===== src/sv/halton_2d_point_generator_defines.svh =====
// ----------------------------------------------------------------------------
// halton_2d_point_generator_defines
// assertion macros shared by the halton point generator rtl
// ----------------------------------------------------------------------------
`ifndef HALTON_2D_POINT_GENERATOR_DEFINES_SVH
`define HALTON_2D_POINT_GENERATOR_DEFINES_SVH

// same-cycle implication, checked out of reset
`define HAL2D_ASSERT_NOW(lbl, ante, cons, msg) \
    lbl: assert property (@(posedge clk) disable iff (!rst_n) (ante) |-> (cons)) \
        else $error(msg);

// next-cycle implication, checked out of reset
`define HAL2D_ASSERT_NEXT(lbl, ante, cons, msg) \
    lbl: assert property (@(posedge clk) disable iff (!rst_n) (ante) |=> (cons)) \
        else $error(msg);

`endif


===== src/sv/hal2d_pkg.sv =====
// ----------------------------------------------------------------------------
// hal2d_pkg
// shared constants for the halton point generator
// ----------------------------------------------------------------------------
package hal2d_pkg;

    // default widths
    localparam int INDEX_BITS_DEF = 24;
    localparam int FRAC_BITS_DEF  = 24;

    // radix width, reset value and minimum
    localparam int             BASE_W     = 8;
    localparam logic [BASE_W-1:0] BASE_RESET = 8'd3;
    localparam logic [BASE_W-1:0] BASE_MIN   = 8'd2;

    // register map
    localparam int         ADDR_W           = 3;
    localparam logic [ADDR_W-1:0] ADDR_SECOND_BASE = 3'd0;

endpackage


===== src/sv/hal2d_div_cell.sv =====
// ----------------------------------------------------------------------------
// hal2d_div_cell
// one restoring step of index / radix, registered toward the next cell
// ----------------------------------------------------------------------------
module hal2d_div_cell #(
    parameter int IDX_BITS = hal2d_pkg::INDEX_BITS_DEF
) (
    input  logic                          clk,
    input  logic                          rst_n,
    input  logic                          valid_in,
    input  logic [hal2d_pkg::BASE_W-1:0]  divisor_in,
    input  logic [hal2d_pkg::BASE_W-1:0]  rem_in,
    input  logic [IDX_BITS-1:0]           dvd_in,
    input  logic [IDX_BITS-1:0]           quo_in,
    output logic                          valid_out,
    output logic [hal2d_pkg::BASE_W-1:0]  divisor_out,
    output logic [hal2d_pkg::BASE_W-1:0]  rem_out,
    output logic [IDX_BITS-1:0]           dvd_out,
    output logic [IDX_BITS-1:0]           quo_out
);

    logic                          valid_reg;
    logic [hal2d_pkg::BASE_W-1:0]  divisor_reg;
    logic [hal2d_pkg::BASE_W-1:0]  rem_reg;
    logic [IDX_BITS-1:0]           dvd_reg;
    logic [IDX_BITS-1:0]           quo_reg;

    logic [hal2d_pkg::BASE_W:0]    trial;
    logic                          fits;
    logic [hal2d_pkg::BASE_W:0]    diff;
    logic [hal2d_pkg::BASE_W-1:0]  rem_next;
    logic [IDX_BITS-1:0]           dvd_next;
    logic [IDX_BITS-1:0]           quo_next;

    // bring down the next dividend bit and try the subtract
    always_comb
    begin
        trial    = {rem_in, dvd_in[IDX_BITS-1]};
        fits     = (trial >= {1'b0, divisor_in});
        diff     = trial - {1'b0, divisor_in};
        rem_next = fits ? diff[hal2d_pkg::BASE_W-1:0] : trial[hal2d_pkg::BASE_W-1:0];
        dvd_next = {dvd_in[IDX_BITS-2:0], 1'b0};
        quo_next = {quo_in[IDX_BITS-2:0], fits};
    end

    // valid flag
    always_ff @(posedge clk or negedge rst_n)
    begin
        if (!rst_n)
        begin
            valid_reg <= 1'b0;
        end
        else
        begin
            valid_reg <= valid_in;
        end
    end

    // payload toward the neighbor
    always_ff @(posedge clk)
    begin
        divisor_reg <= divisor_in;
        rem_reg     <= rem_next;
        dvd_reg     <= dvd_next;
        quo_reg     <= quo_next;
    end

    assign valid_out   = valid_reg;
    assign divisor_out = divisor_reg;
    assign rem_out     = rem_reg;
    assign dvd_out     = dvd_reg;
    assign quo_out     = quo_reg;

endmodule


===== src/sv/halton_2d_point_generator.sv =====
// ----------------------------------------------------------------------------
// halton_2d_point_generator
// 2d halton point: base-2 and base-p radical inverse as Q0.FRAC_BITS
// ----------------------------------------------------------------------------
// usage
// - input channel in_valid/in_ready carries sample_index; output channel
//   out_valid/out_ready carries x_coord and y_coord, one transaction each
// - second_base sits at apb address 0; write it only while the block is idle
// - one item is worked at a time: in_ready is high only between items
// - the base-p digits come from a row of INDEX_BITS divider cells; each digit
//   passes through the whole of that row
// - the fraction is then built by long division, one bit per cycle
// - an index of zero has no base-p digits and goes straight to the long division
// - the result waits in an output register; the next item is accepted while
//   it waits, and a full register on a stalled receiver holds the finished
//   value back until out_ready
// - reset clears all control state and sets second_base to 3
// ----------------------------------------------------------------------------
`include "halton_2d_point_generator_defines.svh"

module halton_2d_point_generator #(
    parameter int INDEX_BITS = hal2d_pkg::INDEX_BITS_DEF,
    parameter int FRAC_BITS  = hal2d_pkg::FRAC_BITS_DEF
) (
    input  logic                         clk,
    input  logic                         rst_n,
    // apb configuration
    input  logic                         psel,
    input  logic                         penable,
    input  logic                         pwrite,
    input  logic [hal2d_pkg::ADDR_W-1:0] paddr,
    input  logic [31:0]                  pwdata,
    output logic [31:0]                  prdata,
    output logic                         pready,
    // input channel
    input  logic                         in_valid,
    output logic                         in_ready,
    input  logic [23:0]                  sample_index,
    // output channel
    output logic                         out_valid,
    input  logic                         out_ready,
    output logic [23:0]                  x_coord,
    output logic [23:0]                  y_coord
);

    localparam int BW    = hal2d_pkg::BASE_W;
    localparam int DW    = INDEX_BITS + BW + 1;
    localparam int CNT_W = $clog2(FRAC_BITS + 2);
    localparam int XB    = (INDEX_BITS < FRAC_BITS) ? INDEX_BITS : FRAC_BITS;

    typedef enum logic [2:0] {
        S_IDLE,
        S_ISSUE,
        S_WAIT,
        S_LDIV,
        S_FINISH
    } state_t;

    state_t                 state_reg, state_next;
    logic [BW-1:0]          base_reg, base_next;
    logic [BW-1:0]          p_reg, p_next;
    logic [INDEX_BITS-1:0]  j_reg, j_next;
    logic [DW-1:0]          num_reg, num_next;
    logic [DW-1:0]          den_reg, den_next;
    logic [DW:0]            rem_reg, rem_next;
    logic [FRAC_BITS:0]     q_reg, q_next;
    logic [CNT_W-1:0]       cnt_reg, cnt_next;
    logic [FRAC_BITS-1:0]   x_reg, x_next;
    logic                   out_valid_reg, out_valid_next;
    logic [FRAC_BITS-1:0]   x_out_reg, x_out_next;
    logic [FRAC_BITS-1:0]   y_out_reg, y_out_next;

    logic                   cfg_write;
    logic                   in_fire;
    logic [INDEX_BITS-1:0]  idx;
    logic [FRAC_BITS-1:0]   x_rev;
    logic [DW-1:0]          p_ext;
    logic [DW-1:0]          num_mul;
    logic [DW-1:0]          den_mul;
    logic [DW:0]            rem_shift;
    logic [FRAC_BITS+1:0]   q_inc;
    logic [FRAC_BITS:0]     q_rnd;
    logic [FRAC_BITS-1:0]   y_sat;

    // divider row
    logic                   c_valid [0:INDEX_BITS];
    logic [BW-1:0]          c_div   [0:INDEX_BITS];
    logic [BW-1:0]          c_rem   [0:INDEX_BITS];
    logic [INDEX_BITS-1:0]  c_dvd   [0:INDEX_BITS];
    logic [INDEX_BITS-1:0]  c_quo   [0:INDEX_BITS];

    assign c_valid[0] = (state_reg == S_ISSUE);
    assign c_div[0]   = p_reg;
    assign c_rem[0]   = '0;
    assign c_dvd[0]   = j_reg;
    assign c_quo[0]   = '0;

    for (genvar g = 0; g < INDEX_BITS; g++)
    begin : g_cell
        hal2d_div_cell #(
            .IDX_BITS (INDEX_BITS)
        ) u_cell (
            .clk         (clk),
            .rst_n       (rst_n),
            .valid_in    (c_valid[g]),
            .divisor_in  (c_div[g]),
            .rem_in      (c_rem[g]),
            .dvd_in      (c_dvd[g]),
            .quo_in      (c_quo[g]),
            .valid_out   (c_valid[g+1]),
            .divisor_out (c_div[g+1]),
            .rem_out     (c_rem[g+1]),
            .dvd_out     (c_dvd[g+1]),
            .quo_out     (c_quo[g+1])
        );
    end

    // apb port
    assign pready    = 1'b1;
    assign cfg_write = psel && penable && pwrite && (paddr == hal2d_pkg::ADDR_SECOND_BASE);
    assign prdata    = (paddr == hal2d_pkg::ADDR_SECOND_BASE) ? {{(32-BW){1'b0}}, base_reg}
                                                              : 32'd0;

    // handshake
    assign in_ready = (state_reg == S_IDLE);
    assign in_fire  = in_valid && in_ready;
    assign idx      = INDEX_BITS'(sample_index);

    // base-2 radical inverse: mirror the index bits
    always_comb
    begin
        x_rev = '0;
        for (int k = 0; k < XB; k++)
        begin
            x_rev[FRAC_BITS-1-k] = idx[k];
        end
    end

    // digit accumulation and fraction rounding
    assign p_ext     = {{(DW-BW){1'b0}}, p_reg};
    assign num_mul   = DW'(num_reg * p_ext);
    assign den_mul   = DW'(den_reg * p_ext);
    assign rem_shift = {rem_reg[DW-1:0], 1'b0};
    assign q_inc     = {1'b0, q_reg} + (FRAC_BITS+2)'(1);
    assign q_rnd     = q_inc[FRAC_BITS+1:1];
    assign y_sat     = q_rnd[FRAC_BITS] ? {FRAC_BITS{1'b1}} : q_rnd[FRAC_BITS-1:0];

    // sequencer next state
    always_comb
    begin
        state_next     = state_reg;
        base_next      = base_reg;
        p_next         = p_reg;
        j_next         = j_reg;
        num_next       = num_reg;
        den_next       = den_reg;
        rem_next       = rem_reg;
        q_next         = q_reg;
        cnt_next       = cnt_reg;
        x_next         = x_reg;
        out_valid_next = out_valid_reg;
        x_out_next     = x_out_reg;
        y_out_next     = y_out_reg;

        if (cfg_write)
        begin
            base_next = pwdata[BW-1:0];
        end

        if (out_valid_reg && out_ready)
        begin
            out_valid_next = 1'b0;
        end

        case (state_reg)
            S_IDLE:
            begin
                if (in_fire)
                begin
                    p_next   = (base_reg < hal2d_pkg::BASE_MIN) ? hal2d_pkg::BASE_MIN
                                                                : base_reg;
                    j_next   = idx;
                    num_next = '0;
                    den_next = DW'(1);
                    x_next   = x_rev;
                    rem_next = '0;
                    q_next   = '0;
                    cnt_next = '0;
                    state_next = (idx == '0) ? S_LDIV : S_ISSUE;
                end
            end
            S_ISSUE:
            begin
                state_next = S_WAIT;
            end
            S_WAIT:
            begin
                if (c_valid[INDEX_BITS])
                begin
                    num_next = num_mul + {{(DW-BW){1'b0}}, c_rem[INDEX_BITS]};
                    den_next = den_mul;
                    j_next   = c_quo[INDEX_BITS];
                    if (c_quo[INDEX_BITS] == '0)
                    begin
                        rem_next   = {1'b0, num_next};
                        state_next = S_LDIV;
                    end
                    else
                    begin
                        state_next = S_ISSUE;
                    end
                end
            end
            S_LDIV:
            begin
                if (rem_shift >= {1'b0, den_reg})
                begin
                    rem_next = rem_shift - {1'b0, den_reg};
                    q_next   = {q_reg[FRAC_BITS-1:0], 1'b1};
                end
                else
                begin
                    rem_next = rem_shift;
                    q_next   = {q_reg[FRAC_BITS-1:0], 1'b0};
                end
                cnt_next = cnt_reg + CNT_W'(1);
                if (cnt_reg == CNT_W'(FRAC_BITS))
                begin
                    state_next = S_FINISH;
                end
            end
            S_FINISH:
            begin
                if (!out_valid_reg || out_ready)
                begin
                    out_valid_next = 1'b1;
                    x_out_next     = x_reg;
                    y_out_next     = y_sat;
                    state_next     = S_IDLE;
                end
            end
            default:
            begin
                state_next = S_IDLE;
            end
        endcase
    end

    // control state and registered outputs
    always_ff @(posedge clk or negedge rst_n)
    begin
        if (!rst_n)
        begin
            state_reg     <= S_IDLE;
            base_reg      <= hal2d_pkg::BASE_RESET;
            out_valid_reg <= 1'b0;
        end
        else
        begin
            state_reg     <= state_next;
            base_reg      <= base_next;
            out_valid_reg <= out_valid_next;
        end
    end

    // working payload
    always_ff @(posedge clk)
    begin
        p_reg     <= p_next;
        j_reg     <= j_next;
        num_reg   <= num_next;
        den_reg   <= den_next;
        rem_reg   <= rem_next;
        q_reg     <= q_next;
        cnt_reg   <= cnt_next;
        x_reg     <= x_next;
        x_out_reg <= x_out_next;
        y_out_reg <= y_out_next;
    end

    assign out_valid = out_valid_reg;
    assign x_coord   = 24'(x_out_reg);
    assign y_coord   = 24'(y_out_reg);

    // checks
    `HAL2D_ASSERT_NEXT(a_accept_leaves_idle, in_valid && in_ready, state_reg != S_IDLE,
        "accepted transaction did not start work")
    `HAL2D_ASSERT_NOW(a_row_only_when_waiting, c_valid[INDEX_BITS], state_reg == S_WAIT,
        "divider row result arrived outside the wait state")
    `HAL2D_ASSERT_NOW(a_row_divisor_kept, c_valid[INDEX_BITS], c_div[INDEX_BITS] == p_reg,
        "divider row carried a stale radix")
    `HAL2D_ASSERT_NOW(a_row_drained, c_valid[INDEX_BITS], c_dvd[INDEX_BITS] == '0,
        "divider row left dividend bits unused")
    `HAL2D_ASSERT_NOW(a_ldiv_rem_below_den, state_reg == S_LDIV, rem_reg < {1'b0, den_reg},
        "long division remainder not below denominator")

endmodule

===== config.mk =====
export PLATFORM = sky130hd
export DESIGN_NAME = halton_2d_point_generator
export DESIGN_NICKNAME = d
export VERILOG_FILES = /design/src/sv/hal2d_pkg.sv /design/src/sv/hal2d_div_cell.sv /design/src/sv/halton_2d_point_generator.sv
export VERILOG_INCLUDE_DIRS = /design/src /design/src/sv
export SDC_FILE = /design/constraint.sdc
export NUM_CORES = 2
export LEC_CHECK = 0
export ABC_AREA = 1
export BUFFER_PORTS_ARGS = -buffer_cell sky130_fd_sc_hd__buf_2
export CAP_MARGIN = 10
export CORE_MARGIN = 10
export CORE_UTILIZATION = 57
export CTS_CLUSTER_SIZE = 20
export DETAILED_ROUTE_END_ITERATION = 7
export PLACE_DENSITY = 0.84
export RECOVER_POWER = 50
export SYNTH_ARGS = -nofsm -noshare
export SYNTH_HDL_FRONTEND = slang
export SYNTH_SLANG_ARGS = --single-unit
export TNS_END_PERCENT = 10

===== constraint.sdc =====
create_clock -name clk -period 7.84 [get_ports clk]
set_input_delay 0.784 -clock clk [delete_from_list [all_inputs] [get_ports clk]]
set_output_delay 0.784 -clock clk [all_outputs]
set_load 0.05 [all_outputs]

After elaboration in Yosys (flattened, before gate mapping)
Index checks and enable logic that the tools add are counted.
- $lt $le $gt $ge: 26
- equal/unequal tests: 10
- multipliers: 2
- add/subtract/negate cells: 28
- multiplexer cells: 54
- reductions and logical operators: 20
- operator list (kind ; number):
    $mux W33 ; 8
    $ge A9 B8 Y1 ; 23
    $mux W8 ; 24
    $sub A8 B8 Y8 ; 23
    $pmux W33 S2 ; 2
    $pmux W33 S3 ; 1
    $mul A33 B8 Y33 ; 2
    $pmux W25 S2 ; 1
    $logic_not A24 Y1 ; 2
    $mux W24 ; 2
    $pmux W24 S2 ; 1
    $ge A34 B33 Y1 ; 1
    $add A33 B8 Y33 ; 1
    $sub A33 B33 Y33 ; 1
    $add A25 B1 Y26 const B ; 1
    $mux W25 ; 1
    $pmux W3 S5 ; 1
    $mux W3 ; 4
    $pmux W5 S2 ; 1
    $ge A1 B8 Y1 ; 1
    $lt A8 B2 Y1 const B ; 1
    $reduce_and A4 Y1 ; 2
    $sub A1 B8 Y8 ; 1
    $eq A3 B2 Y1 const B ; 2
    other kinds (17) ; 33
- flip-flop bits (word level): 1221
- output and inout bits: 83
- word-level logic and storage cells: 272

Longest topological paths before layout
- word-level depth: 5
- gate-level depth with buffers: 27
- mapped depth without buffers: 24

Cells and area by module
Synthesis repeated with hierarchy kept, for this count alone.
- cell total of the unflattened synthesis: 8213
- area total of the unflattened synthesis: 76493.4 µm²
- modules (own cells, without submodules) (module ; cells each ; area each (µm²) ; sequential area each (µm²) ; times used):
    hal2d_div_cell at g_cell[0].u_cell ... ; 175 ; 1951.9 ; 1286.2 ; 23
    halton_2d_point_generator ; 4014 ; 29648.4 ; 7299.5 ; 1
    hal2d_div_cell at g_cell[7].u_cell ; 174 ; 1951.9 ; 1286.2 ; 1

Least setup slack after synthesis
Ideal clock, no wire load.
- path type: input to register
- start: input port out_ready
- end: register den_reg[0] (enable)
- stages: 6
- arrival time: 7.162 ns
- setup time: 0.651 ns
- path slack: 0.026 ns
- cells stage by stage: nor2_1 -> inv_1 -> nor2_1 -> inv_1 -> nand2_1 -> nor3_1
- RTL lines (what ; RTL line ; text):
    from (decl) ; halton_2d_point_generator.sv:41 ; input logic out_ready,
    to (signal assigned) ; halton_2d_point_generator.sv:272 ; den_reg <= den_next;
    to (decl) ; halton_2d_point_generator.sv:64 ; logic [DW-1:0] den_reg, den_next;

Worst setup path after layout
- start: register p_reg[3]
- end: register num_reg[32], data pin
- longest elaborated chain between the ends: 4
- ends and longest elaborated chain (what ; RTL line ; text):
    from (decl) ; halton_2d_point_generator.sv:61 ; logic [BW-1:0] p_reg, p_next;
    from (signal assigned) ; halton_2d_point_generator.sv:269 ; p_reg <= p_next;
    $mul A33 B8 Y33 ; halton_2d_point_generator.sv:141 ; assign num_mul = DW'(num_reg * p_ext);
    $add A33 B8 Y33 ; halton_2d_point_generator.sv:200 ; num_next = num_mul + {{(DW-BW){1'b0}}, c_rem[INDEX_BITS]};
    $mux W33 ; halton_2d_point_generator.sv:198 ; if (c_valid[INDEX_BITS])
    $pmux W33 S2 ; halton_2d_point_generator.sv:175 ; case (state_reg)
    to (signal assigned) ; halton_2d_point_generator.sv:271 ; num_reg <= num_next;
    to (decl) ; halton_2d_point_generator.sv:63 ; logic [DW-1:0] num_reg, num_next;
No other way between the ends. The select of a mux whose other input is x is not followed.
A chain may end at the register's enable or synchronous reset.

==> results.cfg <==
[cts]
clk_pin_slew_ps = 70
clk_latency_ps = 730
clk_path_buf_depth = 3
postCtsHoldBufs = 0
postCtsResizedCells = 0
clock_sinks = 1221
cts_root_buffer = clkbuf_16
cts-htree-levels = 3
post-cts-setup-buffers = 0
cts_tree = done
numCtsBuffers = 114

[drt]
wl_per_cell_um = 16.6
wl_met2_mm = 64.5
drt_wl_total_mm = 135
drt_first_pass_iters = 6
drt_iter0_drc = 3462
route.detailed.drc = 0
final_antenna_net_count = 0
post_drt_via_cell_ratio = 5.21
vias = 42300
top_layer_used = met4
met1_length_mm = 56.3
wl_met3_mm = 9.91

[yosys]
synth_edf_count = 233
synth_cells = 6583
synthArstFlopShare = 0.0295
yosysTopAreaCellShare = 0.324
yosys_warnings = 0
synth_common_cells = inv_1, nand2_1, dfxtp_1, nor2_1, a21oi_1
syn-mean-instance-area_um2 = 8.93
yosysMostFrequentCell = inv_1
synthFlopType = dfxtp_1
synth_area_leader_cell = dfxtp_1
ys_types = 54
synth_area_um2 = 58800
synth.top_cells.by_area = dfxtp_1, fa_1, edfxtp_1
seq_area_frac_synth = 0.459
ys_ff_latch = 1221

[floorplanning]
core_area_um2 = 102000
dieArea_um2 = 116000
rows = 117
io_pins = 149
start_util = 0.576
die_y_um = 341
die_x_um = 341

[setup_path]
worstSetupStartpointType = flip-flop
endpoint_kind = flip-flop
crit_type = flip-flop to flip-flop
worst_ep_arrival_time_ps = 6320
required_ps = 8260
cp_max_fo = 38

[sta]
period_needed_ps = 5900
fmax_mhz = 169
worstMarginPinSlew_ps = 1290
hold_viol = 0
setup-tns-final_ps = 0
final.period_utilization = 0.753
slew_viol_final = 0
finalSetupViolations = 0
clock-skew-final_ps = 58.3
rsz0062_at_grt = false
relSlewSlack = 0.140

[run_status]
outcome = complete, no violations

[global_routing]
grtUsageTotal = 0.231
grt_pass1_vias = 43700
grt_pass1_wl_mm = 221
antenna_found_initial = 3
overflow = 0
grt_max_degree = 64

[placed_design]
portBuffers = 99
dpl.hpwl_mm = 95.4
gp_congestion = 0.949

[final_layout]
largest_reg_flops = 300
diodes = 0
fin_nets = 7397
drive_gt1_frac = 0.0545
syn2layout_area_growth_pct = 9.61

[run]
cap_violations = 0

[min_path]
hp-class = input port to async pin
cell families after synthesis:
family          Yosys count  share of synthesized area
xor+xnor                146                     0.0218
simple gates           2268                      0.163
buf+inv                1627                      0.108
flops                  1221                      0.459
compound gates          635                     0.0572
other cells               2                   0.000128
fa+ha+maj               684                      0.191
routing by layer:
metal,GRT usage,vias up
met5,0,-
met2,0.392,1565
met1,0.296,20200
met3,0.0411,331
li1,-,20200
met4,0.0767,0
final timing paths:
check,startpoint,to,slack [ps],depth (start not counted)
max,p_reg[3],num_reg[32],1940,20
min reg2reg,g_cell[12].u_cell.quo_out[11],g_cell[13].u_cell.quo_out[12],280,0
min,rst_n,out_valid,230,1
max reg2reg,p_reg[3],num_reg[32],1940,20
max in group asynchronous,rst_n,g_cell[21].u_cell.valid_out,7020,1
min in group clk,g_cell[12].u_cell.quo_out[11],g_cell[13].u_cell.quo_out[12],280,0
layout by cell type (no fill, tap or decap), drive strengths merged, types with 25 or more instances in the layout:
master / netlist / routed
inv: 1433 / 1448
nand2: 1341 / 1341
dfxtp: 952 / 952
nor2: 469 / 469
a21oi: 412 / 412
fa: 355 / 355
ha: 329 / 329
edfxtp: 233 / 233
nand3: 213 / 213
clkbuf: 109 / 165
o21ai: 154 / 154
xor2: 96 / 96
buf: 84 / 94
nor3: 73 / 73
nand4: 72 / 72
xnor2: 50 / 50
nand3b: 44 / 44
clkinv: 1 / 41
dfrtp: 34 / 34
o211ai: 28 / 28
conb: 2 / 25
worst max-delay path: stages, from the launching register on:
cell,delay [ps]
edfxtp_1,1200
buf_12,310
nand2_1,120
fa_1,520
inv_1,50
fa_1,470
fa_1,550
inv_1,50
fa_1,550
inv_1,60
ha_1,350
a21oi_1,230
nand2_1,120
a21oi_1,270
nand2_1,140
nand2_1,100
nand2_1,100
inv_1,70
nand2_1,50
nand3_1,200
inv_1,70
area by class of cell:
class,count,area [µm²]
multi-input cells,3758,25600
flip-flops and latches,1221,27000
well taps,1368,1710
repair buffers,118,641
clock buffers,141,3150
inverters,1434,5380
clock inverters,77,976
fillers,7874,37600
stage by stage:
step / cells / worst slack, ps / hold slack [ps] / util / area (µm²)
after CTS: 8116 / 2010 / 237 / 0.631 / 64400
after floorplan: 6606 / 26.4 / 310 / - / 58800
after detailed placement: 7898 / 2060 / 312 / 0.591 / 60300
final: 8117 / 1940 / 231 / 0.631 / 64400
after global placement: 7898 / 2160 / 310 / 0.591 / 60300
after global routing: 8117 / 1640 / 277 / 0.631 / 64400
Power is left out: the tool's default activity adds up to more than one toggle a clock period on the data nets, which glitch-free logic cannot reach.
